### config.mk
export PLATFORM = sky130hd
export DESIGN_NAME = ini_line_key_value_splitter_flat
export DESIGN_NICKNAME = d
export VERILOG_FILES = /design/src/rtl/core/ilkv_pkg.sv /design/src/rtl/core/ilkv_if.sv /design/src/rtl/core/ilkv_tracker.sv /design/src/rtl/core/ilkv_verdict.sv /design/src/rtl/core/ini_line_key_value_splitter.sv /design/src/flat_wrapper.sv
export SDC_FILE = /design/constraint.sdc
export NUM_CORES = 1
export LEC_CHECK = 0
export BUFFER_PORTS_ARGS = -buffer_cell sky130_fd_sc_hd__buf_2
export CAP_MARGIN = 20
export CORE_ASPECT_RATIO = 1.25
export CORE_MARGIN = 5
export CORE_UTILIZATION = 45
export CTS_CLUSTER_SIZE = 28
export DETAILED_ROUTE_END_ITERATION = 8
export SLEW_MARGIN = 10
export SYNTH_ARGS = -nofsm -noshare
export SYNTH_HDL_FRONTEND = slang
export SYNTH_SLANG_ARGS = --single-unit
### constraint.sdc
create_clock -name clk_i -period 11.19 [get_ports clk_i]
set_clock_uncertainty 0.15 [all_clocks]
set_input_delay 0.5595 -clock clk_i [delete_from_list [all_inputs] [get_ports clk_i]]
set_output_delay 0.5595 -clock clk_i [all_outputs]
set_load 0.01 [all_outputs]
### src/rtl/core/ilkv_pkg.sv
// shared types and character codes for the ini line key/value splitter
package ilkv_pkg;

  typedef enum logic [1:0] {
    ST_PAIR  = 2'd0,
    ST_SKIP  = 2'd1,
    ST_ERROR = 2'd2
  } status_e;

  localparam int unsigned FIELD_W            = 8;
  localparam int unsigned DEF_LINE_MAX_BYTES = 128;

  localparam logic [7:0] CH_NUL   = 8'h00;
  localparam logic [7:0] CH_TAB   = 8'h09;
  localparam logic [7:0] CH_LF    = 8'h0A;
  localparam logic [7:0] CH_CR    = 8'h0D;
  localparam logic [7:0] CH_SPACE = 8'h20;
  localparam logic [7:0] CH_HASH  = 8'h23;
  localparam logic [7:0] CH_EQUAL = 8'h3D;

  typedef struct packed {
    logic too_long;
    logic bad_control_byte;
    logic seen_nonblank;
    logic first_is_hash;
    logic equal_seen;
    logic second_equal_seen;
    logic key_nonempty;
    logic value_started;
  } line_flags_t;

endpackage

### src/rtl/core/ilkv_if.sv
// item channels of the ini line key/value splitter
interface ilkv_in_if;
  logic       valid;
  logic       ready;
  logic [7:0] line_byte;
  logic       byte_present;
  logic       end_of_line;

  modport source (output valid, line_byte, byte_present, end_of_line, input ready);
  modport sink   (input valid, line_byte, byte_present, end_of_line, output ready);
endinterface

interface ilkv_out_if;
  import ilkv_pkg::*;
  logic                 valid;
  logic                 ready;
  status_e              status;
  logic [FIELD_W-1:0]   key_pos;
  logic [FIELD_W-1:0]   key_size;
  logic [FIELD_W-1:0]   val_pos;
  logic [FIELD_W-1:0]   val_size;

  modport source (output valid, status, key_pos, key_size, val_pos, val_size,
                  input ready);
  modport sink   (input valid, status, key_pos, key_size, val_pos, val_size,
                  output ready);
endinterface

### src/rtl/core/ilkv_tracker.sv
// running per-line state: byte count, blank trimming and '=' positions
module ilkv_tracker #(
  parameter int unsigned LINE_MAX_BYTES = ilkv_pkg::DEF_LINE_MAX_BYTES,
  parameter int unsigned CNT_W          = $clog2(LINE_MAX_BYTES + 1),
  parameter int unsigned POS_W          = (LINE_MAX_BYTES > 1) ? $clog2(LINE_MAX_BYTES) : 1
) (
  input  logic                  clk_i,
  input  logic                  rst_ni,
  input  logic                  accept_i,
  input  logic [7:0]            line_byte_i,
  input  logic                  byte_present_i,
  input  logic                  end_of_line_i,
  output ilkv_pkg::line_flags_t flags_o,
  output logic [POS_W-1:0]      first_pos_o,
  output logic [POS_W-1:0]      last_pos_o,
  output logic [POS_W-1:0]      key_end_o,
  output logic [POS_W-1:0]      value_start_o
);
  import ilkv_pkg::*;

  localparam logic [CNT_W-1:0] MaxCnt = CNT_W'(LINE_MAX_BYTES);

  logic [CNT_W-1:0] count_q, count_d;
  line_flags_t      flags_q, flags_d;
  logic [POS_W-1:0] first_q, first_d;
  logic [POS_W-1:0] last_q, last_d;
  logic [POS_W-1:0] key_end_q, key_end_d;
  logic [POS_W-1:0] vstart_q, vstart_d;
  logic [POS_W-1:0] pos;
  logic             is_blank;
  logic             is_ctrl;

  assign pos      = count_q[POS_W-1:0];
  assign is_blank = (line_byte_i == CH_SPACE) || (line_byte_i == CH_TAB);
  assign is_ctrl  = (line_byte_i == CH_NUL) || (line_byte_i == CH_CR) ||
                    (line_byte_i == CH_LF);

  always_comb begin
    count_d   = count_q;
    flags_d   = flags_q;
    first_d   = first_q;
    last_d    = last_q;
    key_end_d = key_end_q;
    vstart_d  = vstart_q;
    if (accept_i && byte_present_i) begin
      if (count_q == MaxCnt) begin
        flags_d.too_long = 1'b1;
      end else begin
        count_d = count_q + 1'b1;
        if (is_ctrl) begin
          flags_d.bad_control_byte = 1'b1;
        end
        if (!is_blank) begin
          if (!flags_q.seen_nonblank) begin
            flags_d.seen_nonblank = 1'b1;
            flags_d.first_is_hash = (line_byte_i == CH_HASH);
            first_d               = pos;
          end
          if (line_byte_i == CH_EQUAL) begin
            if (flags_q.equal_seen) begin
              flags_d.second_equal_seen = 1'b1;
            end else begin
              flags_d.equal_seen   = 1'b1;
              flags_d.key_nonempty = (pos != first_d);
              key_end_d            = flags_d.key_nonempty ? last_q + 1'b1 : pos;
            end
          end else if (flags_q.equal_seen && !flags_q.value_started) begin
            flags_d.value_started = 1'b1;
            vstart_d              = pos;
          end
          last_d = pos;
        end
      end
    end
  end

  assign flags_o       = flags_d;
  assign first_pos_o   = first_d;
  assign last_pos_o    = last_d;
  assign key_end_o     = key_end_d;
  assign value_start_o = vstart_d;

  always_ff @(posedge clk_i or negedge rst_ni) begin
    if (!rst_ni) begin
      count_q   <= '0;
      flags_q   <= '0;
      first_q   <= '0;
      last_q    <= '0;
      key_end_q <= '0;
      vstart_q  <= '0;
    end else if (accept_i && end_of_line_i) begin
      count_q   <= '0;
      flags_q   <= '0;
      first_q   <= '0;
      last_q    <= '0;
      key_end_q <= '0;
      vstart_q  <= '0;
    end else begin
      count_q   <= count_d;
      flags_q   <= flags_d;
      first_q   <= first_d;
      last_q    <= last_d;
      key_end_q <= key_end_d;
      vstart_q  <= vstart_d;
    end
  end

endmodule

### src/rtl/core/ilkv_verdict.sv
// end-of-line verdict and the result register
module ilkv_verdict #(
  parameter int unsigned LINE_MAX_BYTES = ilkv_pkg::DEF_LINE_MAX_BYTES,
  parameter int unsigned CNT_W          = $clog2(LINE_MAX_BYTES + 1),
  parameter int unsigned POS_W          = (LINE_MAX_BYTES > 1) ? $clog2(LINE_MAX_BYTES) : 1
) (
  input  logic                  clk_i,
  input  logic                  rst_ni,
  input  logic                  load_i,
  input  ilkv_pkg::line_flags_t flags_i,
  input  logic [POS_W-1:0]      first_pos_i,
  input  logic [POS_W-1:0]      last_pos_i,
  input  logic [POS_W-1:0]      key_end_i,
  input  logic [POS_W-1:0]      value_start_i,
  output logic                  free_o,
  ilkv_out_if.source            out_o
);
  import ilkv_pkg::*;

  logic               valid_q;
  status_e            status_q, status_d;
  logic [FIELD_W-1:0] ko_q, ko_d;
  logic [FIELD_W-1:0] kl_q, kl_d;
  logic [FIELD_W-1:0] vo_q, vo_d;
  logic [FIELD_W-1:0] vl_q, vl_d;
  logic [POS_W-1:0]   key_len;
  logic [CNT_W-1:0]   val_len;

  assign key_len = key_end_i - first_pos_i;
  assign val_len = CNT_W'(last_pos_i) + 1'b1 - CNT_W'(value_start_i);

  always_comb begin
    status_d = ST_ERROR;
    ko_d     = '0;
    kl_d     = '0;
    vo_d     = '0;
    vl_d     = '0;
    priority if (flags_i.too_long || flags_i.bad_control_byte) begin
      status_d = ST_ERROR;
    end else if (!flags_i.seen_nonblank || flags_i.first_is_hash) begin
      status_d = ST_SKIP;
    end else if (!flags_i.equal_seen || flags_i.second_equal_seen ||
                 !flags_i.key_nonempty || !flags_i.value_started) begin
      status_d = ST_ERROR;
    end else begin
      status_d = ST_PAIR;
      ko_d     = FIELD_W'(first_pos_i);
      kl_d     = FIELD_W'(key_len);
      vo_d     = FIELD_W'(value_start_i);
      vl_d     = FIELD_W'(val_len);
    end
  end

  assign free_o = !valid_q || out_o.ready;

  always_ff @(posedge clk_i or negedge rst_ni) begin
    if (!rst_ni) begin
      valid_q <= 1'b0;
    end else if (load_i) begin
      valid_q <= 1'b1;
    end else if (out_o.ready) begin
      valid_q <= 1'b0;
    end
  end

  always_ff @(posedge clk_i) begin
    if (load_i) begin
      status_q <= status_d;
      ko_q     <= ko_d;
      kl_q     <= kl_d;
      vo_q     <= vo_d;
      vl_q     <= vl_d;
    end
  end

  assign out_o.valid    = valid_q;
  assign out_o.status   = status_q;
  assign out_o.key_pos  = ko_q;
  assign out_o.key_size = kl_q;
  assign out_o.val_pos  = vo_q;
  assign out_o.val_size = vl_q;

endmodule

### src/rtl/core/ini_line_key_value_splitter.sv
// top level of the ini line key/value splitter
//
// in_i carries one byte of a text line per item (line_byte, byte_present)
// and end_of_line on the last item of the line. out_o carries one verdict
// per line: status (pair, skip or error) with trimmed key and value offsets
// and lengths, all zero unless status is pair.
// One item is taken per cycle while no end_of_line item waits. The tracker
// updates the per-line state in the cycle of acceptance, and the verdict is
// formed from that updated state and written to the result register, so a
// result is valid in the cycle after its end_of_line item is accepted.
// Bytes beyond LINE_MAX_BYTES are not counted; the line then ends in error.
// While a result waits in the register, items without end_of_line are still
// taken; an end_of_line item waits until the register is taken or empty.
// Reset clears the line state and empties the result register.
module ini_line_key_value_splitter #(
  parameter int unsigned LINE_MAX_BYTES = ilkv_pkg::DEF_LINE_MAX_BYTES
) (
  input  logic        clk_i,
  input  logic        rst_ni,
  ilkv_in_if.sink     in_i,
  ilkv_out_if.source  out_o
);
  import ilkv_pkg::*;

  localparam int unsigned CntW = $clog2(LINE_MAX_BYTES + 1);
  localparam int unsigned PosW = (LINE_MAX_BYTES > 1) ? $clog2(LINE_MAX_BYTES) : 1;

  logic             accept;
  logic             free;
  line_flags_t      flags;
  logic [PosW-1:0]  first_pos;
  logic [PosW-1:0]  last_pos;
  logic [PosW-1:0]  key_end;
  logic [PosW-1:0]  value_start;

  assign in_i.ready = free || !in_i.end_of_line;
  assign accept     = in_i.valid && in_i.ready;

  ilkv_tracker #(
    .LINE_MAX_BYTES (LINE_MAX_BYTES),
    .CNT_W          (CntW),
    .POS_W          (PosW)
  ) u_tracker (
    .clk_i          (clk_i),
    .rst_ni         (rst_ni),
    .accept_i       (accept),
    .line_byte_i    (in_i.line_byte),
    .byte_present_i (in_i.byte_present),
    .end_of_line_i  (in_i.end_of_line),
    .flags_o        (flags),
    .first_pos_o    (first_pos),
    .last_pos_o     (last_pos),
    .key_end_o      (key_end),
    .value_start_o  (value_start)
  );

  ilkv_verdict #(
    .LINE_MAX_BYTES (LINE_MAX_BYTES),
    .CNT_W          (CntW),
    .POS_W          (PosW)
  ) u_verdict (
    .clk_i         (clk_i),
    .rst_ni        (rst_ni),
    .load_i        (accept && in_i.end_of_line),
    .flags_i       (flags),
    .first_pos_i   (first_pos),
    .last_pos_i    (last_pos),
    .key_end_i     (key_end),
    .value_start_i (value_start),
    .free_o        (free),
    .out_o         (out_o)
  );

  a_eol_gives_result: assert property (@(posedge clk_i) disable iff (!rst_ni)
    accept && in_i.end_of_line |=> out_o.valid)
    else $error("end of line item gave no result");

  a_stall_only_when_full: assert property (@(posedge clk_i) disable iff (!rst_ni)
    !in_i.ready |-> out_o.valid && !out_o.ready)
    else $error("input stalled without a pending result");

  a_no_pair_no_fields: assert property (@(posedge clk_i) disable iff (!rst_ni)
    out_o.valid && out_o.status != ST_PAIR |->
      out_o.key_pos == '0 && out_o.key_size == '0 &&
      out_o.val_pos == '0 && out_o.val_size == '0)
    else $error("offsets set on a skip or error verdict");

  a_line_state_cleared: assert property (@(posedge clk_i) disable iff (!rst_ni)
    accept && in_i.end_of_line |=> !u_tracker.flags_q.seen_nonblank &&
      !u_tracker.flags_q.too_long)
    else $error("line state not cleared after verdict");

endmodule

### src/flat_wrapper.sv
// flat-port wrapper written by rule: the top's interface ports become plain ports
module ini_line_key_value_splitter_flat import ilkv_pkg::*;
#(
  parameter int unsigned LINE_MAX_BYTES = ilkv_pkg::DEF_LINE_MAX_BYTES
)
  (clk_i, rst_ni, in_i_valid, in_i_line_byte, in_i_byte_present, in_i_end_of_line, in_i_ready, out_o_valid, out_o_status, out_o_key_pos, out_o_key_size, out_o_val_pos, out_o_val_size, out_o_ready);
  ilkv_in_if in_i_i ();
  ilkv_out_if out_o_i ();
  input  logic clk_i;
  input  logic rst_ni;
  input wire logic [$bits(in_i_i.valid)-1:0] in_i_valid;
  input wire logic [$bits(in_i_i.line_byte)-1:0] in_i_line_byte;
  input wire logic [$bits(in_i_i.byte_present)-1:0] in_i_byte_present;
  input wire logic [$bits(in_i_i.end_of_line)-1:0] in_i_end_of_line;
  output wire logic [$bits(in_i_i.ready)-1:0] in_i_ready;
  output wire logic [$bits(out_o_i.valid)-1:0] out_o_valid;
  output wire logic [$bits(out_o_i.status)-1:0] out_o_status;
  output wire logic [$bits(out_o_i.key_pos)-1:0] out_o_key_pos;
  output wire logic [$bits(out_o_i.key_size)-1:0] out_o_key_size;
  output wire logic [$bits(out_o_i.val_pos)-1:0] out_o_val_pos;
  output wire logic [$bits(out_o_i.val_size)-1:0] out_o_val_size;
  input wire logic [$bits(out_o_i.ready)-1:0] out_o_ready;
  assign in_i_i.valid = in_i_valid;
  assign in_i_i.line_byte = in_i_line_byte;
  assign in_i_i.byte_present = in_i_byte_present;
  assign in_i_i.end_of_line = in_i_end_of_line;
  assign in_i_ready = in_i_i.ready;
  assign out_o_valid = out_o_i.valid;
  assign out_o_status = out_o_i.status;
  assign out_o_key_pos = out_o_i.key_pos;
  assign out_o_key_size = out_o_i.key_size;
  assign out_o_val_pos = out_o_i.val_pos;
  assign out_o_val_size = out_o_i.val_size;
  assign out_o_i.ready = out_o_ready;
  ini_line_key_value_splitter #(.LINE_MAX_BYTES(LINE_MAX_BYTES)) u_core (.clk_i(clk_i), .rst_ni(rst_ni), .in_i(in_i_i), .out_o(out_o_i));
endmodule
# ---- Word-level counts from Yosys, hierarchy flattened
# Index checks and enable logic that the tools add are counted.
dict set report word_totals {
  ff_bits 79
  inputBits 14
  output_inout_bits 36
  word_cells 107
}
dict set report op_classes {
  n_addsub 5
  n_eq_ne 9
  n_mux 44
  n_reduce_logical 27
}
# cell count
set op_table {}
lappend op_table {{$mux 7} 26}
lappend op_table {{$mux 8} 5}
lappend op_table {{$eq 8x4->1 const B} 3}
lappend op_table {{$eq 8x6->1 const B} 3}
lappend op_table {{$logic_or 1x1->1} 10}
lappend op_table {{$mux 1} 9}
lappend op_table {{$add 7x1->8 const B} 1}
lappend op_table {{$add 8x1->8 const B} 1}
lappend op_table {{$eq 8x8->1 const B} 1}
lappend op_table {{$logic_not 8->1} 1}
lappend op_table {{$sub 8x7->8} 1}
lappend op_table {{$add 7x1->7 const B} 1}
lappend op_table {{$logic_not 1->1} 7}
lappend op_table {{$ne 7x7->1} 1}
lappend op_table {{$sub 7x7->7} 1}
lappend op_table {{$mux 6} 1}
lappend op_table {{$logic_and 1x1->1} 4}
lappend op_table {{$mux 2} 2}
lappend op_table {{$reduce_bool 2->1} 2}
lappend op_table {{$mux 3} 1}
lappend op_table {{$reduce_or 3->1} 1}
lappend op_table {{$ne 2x2->1 const B} 1}
lappend op_table {{$reduce_and 2->1} 1}
lappend op_table {{$reduce_or 2->1} 1}

# ---- Depth between registers and ports, before layout
dict set report depth {
  word_depth 18
  depth_mapped 19
}

# ---- Cells and area by module
# From an unflattened synthesis, not the netlist that was laid out.
dict set report hier_totals {
  hier_cells 382
  hier_area_um2 4337.9
}
# mod n_inst cells_each area_per_inst_um2
set modules_own_cells {}
lappend modules_own_cells {ilkv_tracker 1 232 2516.2}
lappend modules_own_cells {ilkv_verdict 1 147 1791.7}
lappend modules_own_cells {ini_line_key_value_splitter 1 3 30.0}

# ---- Worst setup path after synthesis
# Ideal clock, no wire load.
dict set report synth_path {
  path_kind {input to register}
  startpoint {input in_i_line_byte[2]}
  endpoint {register u_core.u_verdict.vl_q[7], in the netlist u_core.u_verdict.out_o.val_size[7] (data pin)}
  setup_time_ns 0.254
  arrival_ns 3.889
  required_time_ns 10.786
  path_slack_ns 6.896
  stages 17
  path_cell_list {or4_4 -> a211oi_4 -> nor3_1 -> nor4b_1 -> buf_2 -> mux2i_1 -> inv_1 -> ha_1 -> inv_1 -> ha_1 -> fa_1 -> a21o_1 -> a21oi_1 -> o21bai_1 -> a21oi_1 -> xnor2_1 -> nor2_1}
}
dict set report synth_between {
  word_cells_on_any_way 36
}
# item line
set synth_lines {}
lappend synth_lines {{start: declaration} flat_wrapper.sv:12} ;# input wire logic [$bits(in_i_i.line_byte)-1:0] in_i_line_byte;
lappend synth_lines {{$eq 8x6->1, or another cell as far along} ilkv_tracker.sv:59} ;# if (line_byte_i == CH_EQUAL) begin
lappend synth_lines {{$mux 7 or $logic_or 1x1->1 (tied branches)} {ilkv_tracker.sv:59, ilkv_tracker.sv:34}}
lappend synth_lines {{$mux 7 *} ilkv_tracker.sv:53} ;# if (!is_blank) begin
lappend synth_lines {{$mux 7 *} ilkv_tracker.sv:46} ;# if (count_q == MaxCnt) begin
lappend synth_lines {{$mux 7 *} ilkv_tracker.sv:45} ;# if (accept_i && byte_present_i) begin
lappend synth_lines {{via u_core.u_tracker.value_start_o[1]} ilkv_tracker.sv:17} ;# output logic [POS_W-1:0] value_start_o
lappend synth_lines {{$sub 8x7->8 *} ilkv_verdict.sv:30} ;# assign val_len = CNT_W'(last_pos_i) + 1'b1 - CNT_W'(value_start_i);
lappend synth_lines {{end signal: assignment} ilkv_verdict.sv:72} ;# vl_q <= vl_d;
lappend synth_lines {{end: declaration} ilkv_verdict.sv:25} ;# logic [FIELD_W-1:0] vl_q, vl_d;
# Mark *: on every way through the listed nets, which the timed path passes. The rest lies on a longest branch.
# A chain may end at the register's enable or synchronous reset.

# ---- Worst setup path after layout
dict set report layout_path {
  startpoint {register u_core.u_tracker.count_q[0]}
  endpoint {register u_core.u_verdict.vl_q[7], in the netlist u_core.u_verdict.out_o.val_size[7] (data pin)}
}
dict set report layout_between {
  word_cells_on_any_way 32
}
# item line
set layout_lines {}
lappend layout_lines {{start: declaration} ilkv_tracker.sv:23} ;# logic [CNT_W-1:0] count_q, count_d;
lappend layout_lines {{start signal: assignment} ilkv_tracker.sv:99} ;# count_q <= count_d;
lappend layout_lines {{$eq 8x8->1} ilkv_tracker.sv:46}
lappend layout_lines {{$mux 7} ilkv_tracker.sv:46}
lappend layout_lines {{$mux 7} ilkv_tracker.sv:45}
lappend layout_lines {{via u_core.u_tracker.value_start_o[1]} ilkv_tracker.sv:17}
lappend layout_lines {{$sub 8x7->8} ilkv_verdict.sv:30}
# The timed path passes the listed nets, and every way through them passes these cells. The select of a mux whose other input is x is not followed.

==> metrics.md <==
| Metric | Value |
|---|---|
| Status | complete, no violations |
| Critical path data required time | 11.12 ns |
| Final core occ | 52.82% |
| Synth Instances | 376 |
| Worst EP arrival | 4.54 ns |
| Mapped Area | 4173 µm² |
| TritonCTS clock tree | yes |
| Min Tclk post-route | 4.608 ns |
| Sequential-to-total area share from yosys stat | 49.30% |
| HPWL after DPL | 6.401 mm |
| Worst Path Class, Setup | reg2reg |
| CP Capture Type | flop |
| Worst Setup Start Kind | flop |
| ANT cells | 0 |
| Total power | 662.9 µW |
| Final cycle utilization of the critical path | 41.18% |
| Crit-path slowest cell | dfrtp_1 |
| Worst r2r src | u_core.u_tracker.count_q[0]$_DFFE_PN0P_ |
| Starting density of the core | 45.73% |
| Fillers | 826 |
| Largest family of logic cells by synthesized area | simple AND/OR/NAND/NOR gates |
| Final TNS setup | 0 ns |
| Reg2Reg Depth | 18 |
| Final hold violations | 0 |
| DRC | 0 |
| Ys flop type | dfrtp_1 |
| Clock Pin Slew Worst Setup and Hold Paths | 0.06 ns |
| Final WL | 9.024 mm |
| # IOs | 50 |
| Vias/cell | 5.219 |
| Fraction of registers with async set or reset after synthesis | 59.21% |
| EDFF count, synth | 31 |
| CTS resizes | 0 |
| Die footprint | 11310 µm² |
| Least-Margin Pin Slew | 0.8271 ns |
| Worst Hold Class | in2reg |
| H-tree depth | 3 |
| Antenna violation net count after detailed routing | 0 |
| Final RePlAce weighted congestion | 0.8495 |
| Antenna violations before repair | 0 |
| Nets | 457 |
| Post-synth cell types | 56 |
| Fin. max-slew vios | 0 |
| Min-Delay Endpoint | u_core.u_tracker.count_q[0]$_DFFE_PN0P_ |
| Reg area | 2057 µm² |
| XOR/XNOR Fraction of Synth Area | 5.457% |
| Clock Sinks | 76 |
| Compound-Gate Fraction of Synth Area | 7.796% |
| Vias | 2855 |
| Grt ovf | 0 |
| Worst-path fanout max | 11 |
| Power density over cell area | 137.5 nW/µm² |
| RSZ-0062 raised after global routing | false |
| Die X | 96.13 µm |
| Largest net degree at the start of global routing | 52 |
| Hold buffer count at CTS | 0 |
| Post-synthesis mux area share | 8.096% |
| Number of setup violations in the final report | 0 |
| WHS Path Cells | 2 |
| Area Overhead vs Synth | 15.50% |
| Total CTS buffers | 9 |
| Post-Synth Simple-Gate Area | 17.15% |
| Adder-Cell Fraction of Synth Area | 7.556% |
| Reg2reg end | u_core.u_verdict.out_o.val_size[7]$_SDFFCE_PP0P_ |
| Std cell rows | 39 |
| Setup WS pre-CTS | 6.388 ns |
| Root Buffer | clkbuf_16 |
| Leakage dissipation | 2.072 nW |
| Die height | 117.7 µm |
| Worst-case vdd ir drop | 0.00007227 V |
| GRT Overall Usage | 17.50% |
| R2r setup slk | 6.58 ns |
| I/O Buffers | 46 |
| Skew-Pair Late Insertion Delay | 0.34 ns |
| Setup Fix Bufs, Post-CTS | 0 |
| Hold path start | in_i_end_of_line |
| Core box area | 9125 µm² |
| Crit-path cells | inv_1 > ha_1 > and3_1 > nor3_1 > nor4b_2 > buf_4 > mux2i_1 > inv_1 > ha_1 > inv_1 > ha_1 > fa_1 > a21o_1 > a21oi_1 > o21bai_1 > a21oi_1 > xnor2_1 > nor2_1 |
| Ys Warns | 0 |
| Setup WS post-layout | 6.582 ns |
| Rel. slew slack | 44.56% |
| Per-cell routed wire length | 16.50 µm |
| Total of max-cap violations | 0 |
| First-pass GRT wire length | 15.02 mm |
| Seq cells post-synth | 76 |
| Area of the multi-input gates | 1939 µm² |
| Avg Inst Size Synth | 11.10 µm² |
| Drt pass-1 iters | 5 |
| Fmax | 217.0 MHz |
| Clock Path Buffers | 2 |
| Vias in the first global route | 2954 |
| Crit path from | u_core.u_tracker.count_q[0]$_DFFE_PN0P_ |
| Share of cells above drive strength 1 | 24.29% |
| CP max stage delay | 0.54 ns |
| DRT iter0 DRCs | 114 |
-- synthesized netlist by cell type (3+ instances only) --
library cell	count	area, µm²
a21o_1	4	30.03
a21oi_1	12	60.06
a31oi_1	3	18.77
and2_1	11	68.82
and3_1	5	31.28
buf_2	11	55.05
buf_4	4	30.03
clkbuf_1	7	26.28
dfrtp_1	45	1126
edfxtp_1	31	930.9
ha_1	22	275.3
inv_1	18	67.56
mux2_2	14	157.7
mux2i_1	18	180.2
nand2_1	6	22.52
nand3_1	13	65.06
nand4_1	6	37.54
nor2_1	52	195.2
nor2_2	11	68.82
nor2b_1	3	18.77
nor3_1	3	15.01
nor4_1	3	18.77
o211ai_1	3	22.52
o21ai_0	4	20.02
o21bai_1	3	22.52
xnor2_1	11	96.34
xor2_1	15	131.4
-- logic make-up after synthesis --
logic type	Yosys count
compound gates	45
xor+xnor	26
buf+inv	41
simple gates	131
flops	76
fa+ha+maj	24
other cells	1
mux	32
-- cells in the final DEF, fill, tap and decap left out, types with 4 or more instances in the layout --
cell / netlist / final
and3_1: 5 / 5
nand4_1: 6 / 6
inv_1: 18 / 17
nand3_1: 13 / 13
dfrtp_1: 45 / 45
o21ai_0: 4 / 4
mux2_2: 14 / 14
and2_1: 11 / 11
a21o_1: 4 / 4
ha_1: 22 / 22
edfxtp_1: 31 / 31
nand2_1: 6 / 6
xor2_1: 15 / 15
xnor2_1: 11 / 11
nor2_1: 52 / 52
nor2_2: 11 / 11
buf_4: 4 / 5
a21oi_1: 12 / 12
buf_2: 11 / 46
clkbuf_16: 0 / 10
mux2i_1: 18 / 18
-- per-layer routing --
layer	share of wire (%)	routed length, µm	vias up	GRT usage (%)
met4	3.3	299	0	8.274
met3	4.2	383	21	4.028
met1	42	3760	1365	21.69
met2	51	4580	60	28.25
li1	-	-	1409	-
met5	0	0	-	0
-- report_power, final --
part / internal [mW] / switching [mW]
registers: 0.298 / 0.00707
clock network: 0.186 / 0.110
logic: 0.0244 / 0.0379
-- worst max-delay path by stage --
stage / end / slack, ns / cells after the start
final: u_core.u_verdict.out_o.val_size[7]$_SDFFCE_PP0P_ / 6.58 / 18
after CTS: u_core.u_verdict.out_o.key_size[6]$_SDFFCE_PP0P_ / 6.56 / 16
after floorplan: u_core.u_verdict.out_o.val_size[7]$_SDFFCE_PP0P_ / 6.90 / 17
after detailed placement: u_core.u_verdict.out_o.key_size[6]$_SDFFCE_PP0P_ / 6.39 / 16
after global placement: u_core.u_verdict.out_o.val_size[7]$_SDFFCE_PP0P_ / 6.23 / 17
after global routing: u_core.u_verdict.out_o.key_size[6]$_SDFFCE_PP0P_ / 6.17 / 16
-- flip-flops by register name (all words and copies together), names as in the netlist --
register                         cells
u_core.u_verdict.out_o.status        2
u_core.u_tracker.count_q             8
u_core.u_verdict.out_o.val_pos       7
u_core.u_tracker.flags_q             8
u_core.u_verdict.out_o.key_size      7
u_core.u_verdict.out_o.val_size      8
u_core.u_tracker.last_q              7
u_core.u_verdict.out_o.key_pos       7
u_core.u_tracker.vstart_q            7
u_core.u_tracker.key_end_q           7
u_core.u_tracker.first_q             7
u_core.u_verdict.out_o.valid         1
-- area by class of cell --
type / count / share of cell area, %
clock buffer: 12 / 5.348
clock inverter: 4 / 0.9605
inverter: 18 / 1.402
multi-input combinational: 261 / 40.24
sequential: 76 / 42.68
tap: 123 / 3.193
timing repair buffer: 53 / 6.179
-- metrics by stage --
step | std cells | area (µm²) | hold slack (ns)
global placement | 528 | 4478 | 0.3620
CTS | 545 | 4790 | 0.2710
floorplan | 378 | 4180 | 0.1139
finish | 547 | 4820 | 0.3240
detailed placement | 529 | 4486 | 0.3609
global route | 547 | 4820 | 0.3424
-- critical path, delay by kind of cell, from the launching register on --
kind / cells / cell delay (ns)
AO/OA/AOI/OAI: 4 / 0.69
adder cells (fa/ha/maj): 4 / 1.11
AND/OR/NAND/NOR: 4 / 0.88
flip-flops: 1 / 0.54
XOR/XNOR: 1 / 0.14
multiplexers: 1 / 0.33
buffers and inverters: 4 / 0.50
Note: power is estimated with default switching activity, not from simulation.
